==> src/rtl/core/assert_macros.svh <==
// ----------------------------------------------------------------------------
// assert_macros.svh
// concurrent assertion helpers included by the stack core
// ----------------------------------------------------------------------------
`ifndef ASSERT_MACROS_SVH
`define ASSERT_MACROS_SVH

// condition must hold on every clock edge outside reset
`define ASSERT_ALWAYS(lbl, cond) \
  lbl: assert property (@(posedge clk) disable iff (rst) (cond)) \
    else $error("assertion failed: condition does not hold");

// antecedent in this cycle implies consequent in the same cycle
`define ASSERT_IMPLIES(lbl, pre, post) \
  lbl: assert property (@(posedge clk) disable iff (rst) (pre) |-> (post)) \
    else $error("assertion failed: implication does not hold");

// antecedent in this cycle implies consequent in the next cycle
`define ASSERT_NEXT(lbl, pre, post) \
  lbl: assert property (@(posedge clk) disable iff (rst) (pre) |=> (post)) \
    else $error("assertion failed: next-cycle implication does not hold");

`endif

==> src/rtl/core/stk_pkg.sv <==
// ----------------------------------------------------------------------------
// stk_pkg
// operation codes, status codes and field widths of the lifo stack core
// ----------------------------------------------------------------------------
`default_nettype none

package stk_pkg;

  // default stack depth
  localparam int DEF_MAX_DEPTH = 128;

  // field widths
  localparam int OP_W     = 3;
  localparam int DATA_W   = 32;
  localparam int POS_W    = 7;
  localparam int STATUS_W = 2;
  localparam int FIDX_W   = 7;
  localparam int COUNT_W  = 8;

  // operation codes
  localparam logic [OP_W-1:0] OP_PUSH        = 3'd0;
  localparam logic [OP_W-1:0] OP_POP         = 3'd1;
  localparam logic [OP_W-1:0] OP_PUSH_UNIQUE = 3'd2;
  localparam logic [OP_W-1:0] OP_FIND        = 3'd3;
  localparam logic [OP_W-1:0] OP_READ        = 3'd4;

  // status codes
  localparam logic [STATUS_W-1:0] ST_OK        = 2'd0;
  localparam logic [STATUS_W-1:0] ST_OVERFLOW  = 2'd1;
  localparam logic [STATUS_W-1:0] ST_UNDERFLOW = 2'd2;
  localparam logic [STATUS_W-1:0] ST_RANGE     = 2'd3;

endpackage

`default_nettype wire

==> src/rtl/core/stack_with_unique_push_core.sv <==
// ----------------------------------------------------------------------------
// stack_with_unique_push_core
// bounded lifo stack of signed 32-bit items with push, pop, push-if-absent,
// find (lowest matching index, linear scan from the bottom) and indexed read
// ----------------------------------------------------------------------------
//   channel | direction | handshake            | payload
//   --------+-----------+----------------------+---------------------------------
//   in      | input     | in_valid / in_ready   | operation, item, position
//   out     | output    | out_valid / out_ready | status, value, found,
//           |           |                       | found_index, count
//
// push and the no-op codes pass through the exec and done states to the
// output register; a pop or indexed read that succeeds adds a load state (one
// registered read of the entry memory). find and push-if-absent scan the held
// entries through one comparator, one entry per cycle. reset (rst, synchronous)
// empties the stack; entries need no clearing. a new request is taken while
// a finished result still waits at the output; the result waits in the done
// state only when the output register is still occupied.
// ----------------------------------------------------------------------------
`default_nettype none

`include "assert_macros.svh"

module stack_with_unique_push_core #(
  parameter int MAX_DEPTH = stk_pkg::DEF_MAX_DEPTH
) (
  input  wire                               clk,
  input  wire                               rst,
  // request channel
  input  wire                               in_valid,
  output logic                              in_ready,
  input  wire  [stk_pkg::OP_W-1:0]          operation,
  input  wire  signed [stk_pkg::DATA_W-1:0] item,
  input  wire  [stk_pkg::POS_W-1:0]         position,
  // result channel
  output logic                              out_valid,
  input  wire                               out_ready,
  output logic [stk_pkg::STATUS_W-1:0]      status,
  output logic signed [stk_pkg::DATA_W-1:0] value,
  output logic                              found,
  output logic [stk_pkg::FIDX_W-1:0]        found_index,
  output logic [stk_pkg::COUNT_W-1:0]       count
);

  localparam int CW = $clog2(MAX_DEPTH + 1);
  localparam int IW = $clog2(MAX_DEPTH);
  localparam int PW = (CW > stk_pkg::POS_W) ? CW : stk_pkg::POS_W;
  localparam logic [CW-1:0] FULL = CW'(MAX_DEPTH);

  // sequencer states
  localparam logic [2:0] S_IDLE = 3'd0;
  localparam logic [2:0] S_EXEC = 3'd1;
  localparam logic [2:0] S_LOAD = 3'd2;
  localparam logic [2:0] S_SCAN = 3'd3;
  localparam logic [2:0] S_DONE = 3'd4;

  logic [2:0] state;

  // latched request
  logic [stk_pkg::OP_W-1:0]   op_r;
  logic [stk_pkg::DATA_W-1:0] item_r;
  logic [stk_pkg::POS_W-1:0]  pos_r;

  // stack state
  logic [stk_pkg::DATA_W-1:0] mem [MAX_DEPTH];
  logic [stk_pkg::DATA_W-1:0] rd_data;
  logic [CW-1:0]              depth_used;

  // scan pointer and the compare stage behind the memory read
  logic [CW-1:0] scan_idx;
  logic          cmp_pend;
  logic [IW-1:0] cmp_idx;

  // result held until the output register is free
  logic [stk_pkg::STATUS_W-1:0] res_status;
  logic [stk_pkg::DATA_W-1:0]   res_value;
  logic                         res_found;
  logic [IW-1:0]                res_idx;

  // memory port controls
  logic                       mem_we;
  logic [IW-1:0]              mem_waddr;
  logic [IW-1:0]              rd_addr;
  logic                       is_full;
  logic                       is_empty;
  logic                       pos_ok;
  logic                       hit;
  logic                       scan_more;
  logic                       out_free;

  assign is_full   = (depth_used >= FULL);
  assign is_empty  = (depth_used == '0);
  assign pos_ok    = (PW'(pos_r) < PW'(depth_used));
  assign hit       = cmp_pend && (rd_data == item_r);
  assign scan_more = (scan_idx < depth_used);
  assign out_free  = !out_valid || out_ready;
  assign in_ready  = (state == S_IDLE);
  assign mem_waddr = depth_used[IW-1:0];

  // read address and write enable of the entry memory
  always_comb begin
    rd_addr = scan_idx[IW-1:0];
    mem_we  = 1'b0;
    unique case (state)
      S_EXEC: begin
        if (op_r == stk_pkg::OP_POP) begin
          rd_addr = IW'(depth_used - CW'(1));
        end else if (op_r == stk_pkg::OP_READ) begin
          rd_addr = IW'(pos_r);
        end
        mem_we = (op_r == stk_pkg::OP_PUSH) && !is_full;
      end
      S_SCAN: begin
        mem_we = !hit && !scan_more && (op_r == stk_pkg::OP_PUSH_UNIQUE) && !is_full;
      end
      default: begin
      end
    endcase
  end

  // entry memory: one write and one registered read per cycle
  always_ff @(posedge clk) begin
    if (mem_we) begin
      mem[mem_waddr] <= item_r;
    end
    rd_data <= mem[rd_addr];
  end

  // sequencer
  always_ff @(posedge clk) begin
    if (rst) begin
      state      <= S_IDLE;
      depth_used <= '0;
      cmp_pend   <= 1'b0;
    end else begin
      unique case (state)
        S_IDLE: begin
          if (in_valid) begin
            op_r   <= operation;
            item_r <= item;
            pos_r  <= position;
            state  <= S_EXEC;
          end
        end
        S_EXEC: begin
          res_status <= stk_pkg::ST_OK;
          res_value  <= '0;
          res_found  <= 1'b0;
          res_idx    <= '0;
          scan_idx   <= '0;
          cmp_pend   <= 1'b0;
          state      <= S_DONE;
          priority if (op_r == stk_pkg::OP_PUSH) begin
            if (is_full) begin
              res_status <= stk_pkg::ST_OVERFLOW;
            end else begin
              depth_used <= depth_used + CW'(1);
            end
          end else if (op_r == stk_pkg::OP_POP) begin
            if (is_empty) begin
              res_status <= stk_pkg::ST_UNDERFLOW;
            end else begin
              depth_used <= depth_used - CW'(1);
              state      <= S_LOAD;
            end
          end else if (op_r == stk_pkg::OP_READ) begin
            if (pos_ok) begin
              state <= S_LOAD;
            end else begin
              res_status <= stk_pkg::ST_RANGE;
            end
          end else if (op_r == stk_pkg::OP_PUSH_UNIQUE || op_r == stk_pkg::OP_FIND) begin
            state <= S_SCAN;
          end else begin
            state <= S_DONE;
          end
        end
        S_LOAD: begin
          res_value <= rd_data;
          state     <= S_DONE;
        end
        S_SCAN: begin
          priority if (hit) begin
            res_found <= 1'b1;
            res_idx   <= cmp_idx;
            cmp_pend  <= 1'b0;
            state     <= S_DONE;
          end else if (scan_more) begin
            cmp_pend <= 1'b1;
            cmp_idx  <= scan_idx[IW-1:0];
            scan_idx <= scan_idx + CW'(1);
          end else begin
            // scan missed: push-if-absent stores the item unless the stack is full
            cmp_pend <= 1'b0;
            state    <= S_DONE;
            if (op_r == stk_pkg::OP_PUSH_UNIQUE) begin
              if (is_full) begin
                res_status <= stk_pkg::ST_OVERFLOW;
              end else begin
                depth_used <= depth_used + CW'(1);
              end
            end
          end
        end
        S_DONE: begin
          if (out_free) begin
            state <= S_IDLE;
          end
        end
        default: begin
          state <= S_IDLE;
        end
      endcase
    end
  end

  // output register
  always_ff @(posedge clk) begin
    if (rst) begin
      out_valid <= 1'b0;
    end else if (state == S_DONE && out_free) begin
      out_valid <= 1'b1;
    end else if (out_ready) begin
      out_valid <= 1'b0;
    end
  end

  always_ff @(posedge clk) begin
    if (state == S_DONE && out_free) begin
      status      <= res_status;
      value       <= res_value;
      found       <= res_found;
      found_index <= stk_pkg::FIDX_W'(res_idx);
      count       <= stk_pkg::COUNT_W'(depth_used);
    end
  end

  // checks
  `ASSERT_ALWAYS(a_depth_bound, depth_used <= FULL)
  `ASSERT_IMPLIES(a_scan_bound, state == S_SCAN, scan_idx <= depth_used)
  `ASSERT_IMPLIES(a_overflow_full, state == S_DONE && res_status == stk_pkg::ST_OVERFLOW, is_full)
  `ASSERT_NEXT(a_request_starts, in_valid && in_ready, state == S_EXEC)

endmodule

`default_nettype wire
==> config.mk <==
export PLATFORM = sky130hd
export DESIGN_NAME = stack_with_unique_push_core
export DESIGN_NICKNAME = d
export VERILOG_FILES = /design/src/rtl/core/stk_pkg.sv /design/src/rtl/core/stack_with_unique_push_core.sv
export VERILOG_INCLUDE_DIRS = /design/src /design/src/rtl/core
export SDC_FILE = /design/constraint.sdc
export NUM_CORES = 2
export LEC_CHECK = 0
export ABC_AREA = 1
export BUFFER_PORTS_ARGS = -buffer_cell sky130_fd_sc_hd__clkbuf_2
export CORE_MARGIN = 5
export CORE_UTILIZATION = 45
export DETAILED_ROUTE_END_ITERATION = 16
export HOLD_SLACK_MARGIN = 0.03
export PLACE_DENSITY = 0.58
export SYNTH_ARGS = -nofsm -noshare
export SYNTH_HDL_FRONTEND = slang
export SYNTH_SLANG_ARGS = --single-unit
export TNS_END_PERCENT = 30
==> constraint.sdc <==
create_clock -name clk -period 7.43 [get_ports clk]
set_input_delay 0.743 -clock clk [delete_from_list [all_inputs] [get_ports clk]]
set_output_delay 0.743 -clock clk [all_outputs]
set_load 0.05 [all_outputs]
# Word-level counts from Yosys, hierarchy flattened
# Memories as Yosys holds them, arrays and structs flattened. A register that Yosys moved wholly into a read port is not among the register bits.
# Index checks and enable logic that the tools add are counted.
# totals
ff_bits	162
ramBits	4096
in_bits	46
out_inout_bits	52
wordCells	122
memories	1
# op_classes
n_addsub	3
magnitude_cmp	3
eq_ne	20
mux	49
bitwise	2
reduce_logical	26
# memory_table
name	depth	word_bits	rd	rd_clocked_by_memory_dff	wr	line_no	source
mem	128	32	1	1	1	stack_with_unique_push_core.sv:65	logic [stk_pkg::DATA_W-1:0] mem [MAX_DEPTH];
# ops
cell	n
$mux 8	9
$pmux 32 s2	1
$eq 32x32->1	1
$pmux 8 s2	2
$mux 3	10
$mux 7	4
$mux 2	9
$add 8x1->8 const B	2
$ne 2x2->1 const B	8
$pmux 3 s5	1
$pmux 7 s2	1
$eq 3x2->1 const B	4
$reduce_and 6->1	2
$ne 3x3->1 const B	3
$reduce_and 3->1	3
$ge 8x8->1 const B	1
$logic_not 8->1	1
$lt 7x8->1	1
$lt 8x8->1	1
$mux 1	8
$reduce_and 4->1	2
$sub 8x1->8 const B	1
$eq 3x1->1 const B	2
$eq 3x3->1 const B	2
other kinds (9)	24

# Longest topological paths before layout
# logic_depth
word_depth	9
ltp_mapped	19
depth_no_buf	15

# Least setup slack after synthesis
# OpenSTA, ideal clock, no wires.
# synth_timing
path_kind	register to register
startpoint	register item_r[13] (netlist bit)
endpoint	memory mem[98][0] (netlist bit), enable pin
setup_time_ps	461
arrival_time_ps	5259
required_time_ps	6969
slack_ps	1710
stages_incl_launch_ff	12
path_buffers	1
period_less_slack_ps	5720
path_cell_list	edfxtp_1 nand2_1 o21ai_0 a211oi_1 nand3_1 nor3_1 nand3_1 nand3_1 nand2_1 clkbuf_1 nand2_1 nor3_1
# synth_between
elab_chain_len	9
# synth_lines
item	line_no	source
from (decl)	stack_with_unique_push_core.sv:61	logic [stk_pkg::DATA_W-1:0] item_r;
from (signal assigned)	stack_with_unique_push_core.sv:140	item_r <= item;
$eq 32x32->1	stack_with_unique_push_core.sv:94	assign hit = cmp_pend && (rd_data == item_r);
$logic_and 1x1->1	stack_with_unique_push_core.sv:94	
$logic_not 1->1	stack_with_unique_push_core.sv:114	mem_we = !hit && !scan_more && (op_r == stk_pkg::OP_PUSH_UNIQUE) && !is_full;
$logic_and 1x1->1 (3 in series)	stack_with_unique_push_core.sv:114	
$pmux 1 s2	stack_with_unique_push_core.sv:104	unique case (state)
$mux 1	stack_with_unique_push_core.sv:123	if (mem_we) begin
$mux 1 (not written as such)	stack_with_unique_push_core.sv:124	mem[mem_waddr] <= item_r;
to (decl)	stack_with_unique_push_core.sv:65	
# No other way between the ends.

# Final worst setup path
# layout_timing
startpoint	register state[1]
endpoint	register rd_data[13] (netlist bit), read port of mem
# layout_between
elab_chain_len	2
# layout_lines
item	line_no	source
from (decl)	stack_with_unique_push_core.sv:57	logic [2:0] state;
from (signal assigned)	stack_with_unique_push_core.sv:132	state <= S_IDLE;
from (signal assigned)	stack_with_unique_push_core.sv:142	state <= S_EXEC;
from (signal assigned)	stack_with_unique_push_core.sv:152	state <= S_DONE;
$eq 3x1->1	stack_with_unique_push_core.sv:104	
$mux 7	stack_with_unique_push_core.sv:104	
to (decl)	stack_with_unique_push_core.sv:66	logic [stk_pkg::DATA_W-1:0] rd_data;
# No other way between the ends.
# A chain may end at the register's enable or synchronous reset.

==> impl_metrics.tcl <==
set metrics [dict create \
    clockRootBuffer "clkbuf_16" \
    path_buf_inv 3 \
    ys_async_sr_fraction 0 \
    multi_input_area_sq_um 41500 \
    critPathArrivalTime_ns 6.59 \
    irDropWorstVdd_mv 0.246 \
    cts_resized 0 \
    design_area_sq_um 195000 \
    clk_latency_ns 1.01 \
    syn_area_per_cell_sq_um 12.3 \
    h-tree-depth 5 \
    p_per_area_nw_per_um2 322 \
    synth_xor_area_frac 0.00121 \
    yosys.area_share.simple 0.227 \
    cts_tree "built" \
    gp_congestion 0.928 \
    synth_compound_area_frac 0.00268 \
    dieWidth_um 632 \
    grt_pass1_vias 109000 \
    synth.mux.area_fraction 0 \
    antenna_left 0 \
    rows 228 \
    syn_nets 14300 \
    die_h_um 632 \
    ioPinCount 98 \
    grt-ovfl-total 0 \
    ys_types 45 \
    ys_ff_latch 4290 \
    maxCapViolCount 0 \
    grt_pass1_wl_um 795000 \
    start_util 0.452 \
    yosys_most_used_dff "edfxtp_1" \
    synth_most_common_cell "nand3_1" \
    wl_um 555000 \
    postPlaceCellArea_sq_um 181000 \
    outcome "completed" \
    yosysWarnings 0 \
    drtIter0Drc 15700 \
    synth_edf_count 4245 \
    hold_violations 0 \
    num_vias 118000 \
    synth_top_family_by_area "simple AND/OR/NAND/NOR gates" \
    n_fill_cell 33100 \
    dieArea_sq_um 400000 \
    coreArea_sq_um 386000 \
    layout.area.seq_sq_um 128000 \
    critPathRequiredTime_ns 8.28 \
    hold_class "input port to flip-flop" \
    startpoint_type "flip-flop" \
    synth_commonest_cells "nand3_1, edfxtp_1, nand2_1, buf_2, clkbuf_1" \
    wl_per_cell_um 28.3 \
    max_freq_mhz 174 \
    yosys.area_share.adder 0.00122 \
    setup_viol 0 \
    cp_slowest_stage_delay_ns 0.79 \
    syn-cell-area_sq_um 174000 \
    clk_path_buf_depth 4 \
    ys_top_cells_by_area "edfxtp_1, nand3_1, nand2_1, buf_2, clkbuf_1" \
    fin_crit_sh 0.772 \
    relSlewSlack 0.0550 \
    synth_top_area_frac 0.731 \
    drc_errors 0 \
    slew_viol_final 0 \
    clk_pin_slew_worst_paths_ns 0.06 \
    cts_buffers 440 \
    total_leakage_power_nw 66.5 \
    drt_pass1_iterations 8 \
    yosysSeqAreaShare 0.736 \
    synthCells 14200 \
    endpoint_kind "flip-flop" \
    drive_gt1_frac 0.0839 \
    grtUsageTotal 0.269 \
    fin_nets 14100 \
    cpMaxStageDelayCell "nand2_8" \
    antenna_found_initial 30 \
    synth_largest_area_cell "edfxtp_1" \
    critPathKind "flip-flop to flip-flop" \
    post-dp-hpwl_um 298000 \
    crit_chain "inv_2 -> nand3_2 -> nor2_4 -> nand3_4 -> nand2_8 -> inv_8 -> buf_12 -> nand2_1 -> nand3_1 -> nand3_1 -> nand3_1 -> nand3_1 -> nand3_1 -> nand3_1 -> nand2_1" \
    grt_max_degree 166 \
    fin_tns_setup_ns 0 \
    syn_to_final_growth_pct 12.0 \
    final_core_util 0.506 \
    vias_per_cell 6.00 \
    port_buffers 97 \
    worstPathMaxFanout 89 \
    clkSinkCount 4290 \
    critPathTopFamily "simple AND/OR/NAND/NOR gates" \
    min_period_ns 5.74 \
    grt_setup_unrepaired "no" \
    fin_skew_ns 0.0742 \
    worst_pin_slew_ns 1.41 \
    path_common_cell "nand3_1" \
]
sequential cells by signal (all words and copies together), names as in the netlist, 2 cells and up:
name	count
pos_r	7
scan_idx	8
value	32
status	2
count	8
rd_data	32
item_r	32
res_value	32
state	3
depth_used	8
res_idx	7
res_status	2
mem	4096
found_index	7
cmp_idx	7
op_r	3
layout make-up:
cell class | count | share of cell area
diodes | 47 | 0.000602
repair buffers | 458 | 0.0223
flip-flops and latches | 4290 | 0.657
well taps | 5175 | 0.0331
clock inverters | 269 | 0.0122
multi-input cells | 8697 | 0.213
inverters | 118 | 0.00243
clock buffers | 548 | 0.0596
per-layer routing:
layer	track usage	part of all wire	routed length, um
met4	0.122	0.051	28600
met1	0.385	0.40	225000
met3	0.0455	0.091	50700
met5	0	0.000096	53
met2	0.407	0.45	251000
cell usage in the layout (no fill, tap or decap), drive strengths merged, types with 3 or more instances in the layout:
cell / instances
clkbuf: 645
nor3: 25
nand4: 20
nand3: 5722
dlygate4sd3: 41
edfxtp: 4245
or2: 8
clkinv: 213
diode: 47
dfxtp: 45
nor2: 230
xnor2: 10
a21boi: 3
bufinv: 38
nor4: 3
a21oi: 33
clkinvlp: 11
buf: 320
o21ai: 32
nand2: 2560
xor2: 14
nor3b: 3
ha: 17
inv: 125
final timing paths:
check                                                  from                   end  slack [ns]  cells after the start
worst max-delay path                  state[1]$_SDFFE_PP0P_   rd_data[13]$_DFF_P_        1.69                     15
worst min-delay path                               item[16]  item_r[16]$_DFFE_PP_        0.09                      1
worst max register to register        state[1]$_SDFFE_PP0P_   rd_data[13]$_DFF_P_        1.69                     15
worst min register to register  res_value[11]$_SDFFCE_PN0P_   value[11]$_DFFE_PP_        0.41                      0
report_power, final:
| part | total, mW | switching [mW] | internal (mW) |
|---|---|---|---|
| sequential | 27.2 | 0.228 | 27.0 |
| combinational | 13.9 | 10.6 | 3.30 |
| clock | 21.8 | 9.40 | 12.4 |
worst reg2reg max path, delay by kind of cell, from the launching register on:
| kind | cells | cell delay (ns) |
|---|---|---|
| DFF | 1 | 0.35 |
| buffers and inverters | 3 | 1.02 |
| and+or+nand+nor | 12 | 4.22 |
repair_timing:
action | CTS | global route
hold endpoints to repair | 41 | 0
hold buffers | 41 | 0
setup buffers | 0 | 0
cell families (layout without fill, tap and decap cells):
family / count (synthesis) / count (layout)
and+or+nand+nor: 8573 / 8573
DFF: 4290 / 4290
buffers and inverters: 1218 / 1393
AOI/OAI and AO/OA: 83 / 83
xor gates and xnor gates: 24 / 24
adders and majority gates: 17 / 17
other: 0 / 47
per-stage QoR:
stage / hold slack (ns) / std cells / setup slack, ns / power [mW]
4_1_cts: 0.0332 / 19600 / 1.90 / 62.9
5_1_grt: 0.0473 / 19600 / 1.59 / 65.0
3_5_place_dp: 0.406 / 18700 / 1.93 / 41.4
3_3_place_gp: 0.404 / 18700 / 1.87 / 41.3
2_1_floorplan: 0.400 / 14200 / 1.71 / 35.7
6_report: 0.0895 / 19600 / 1.69 / 62.9
Note: power is estimated with default switching activity, not from simulation.
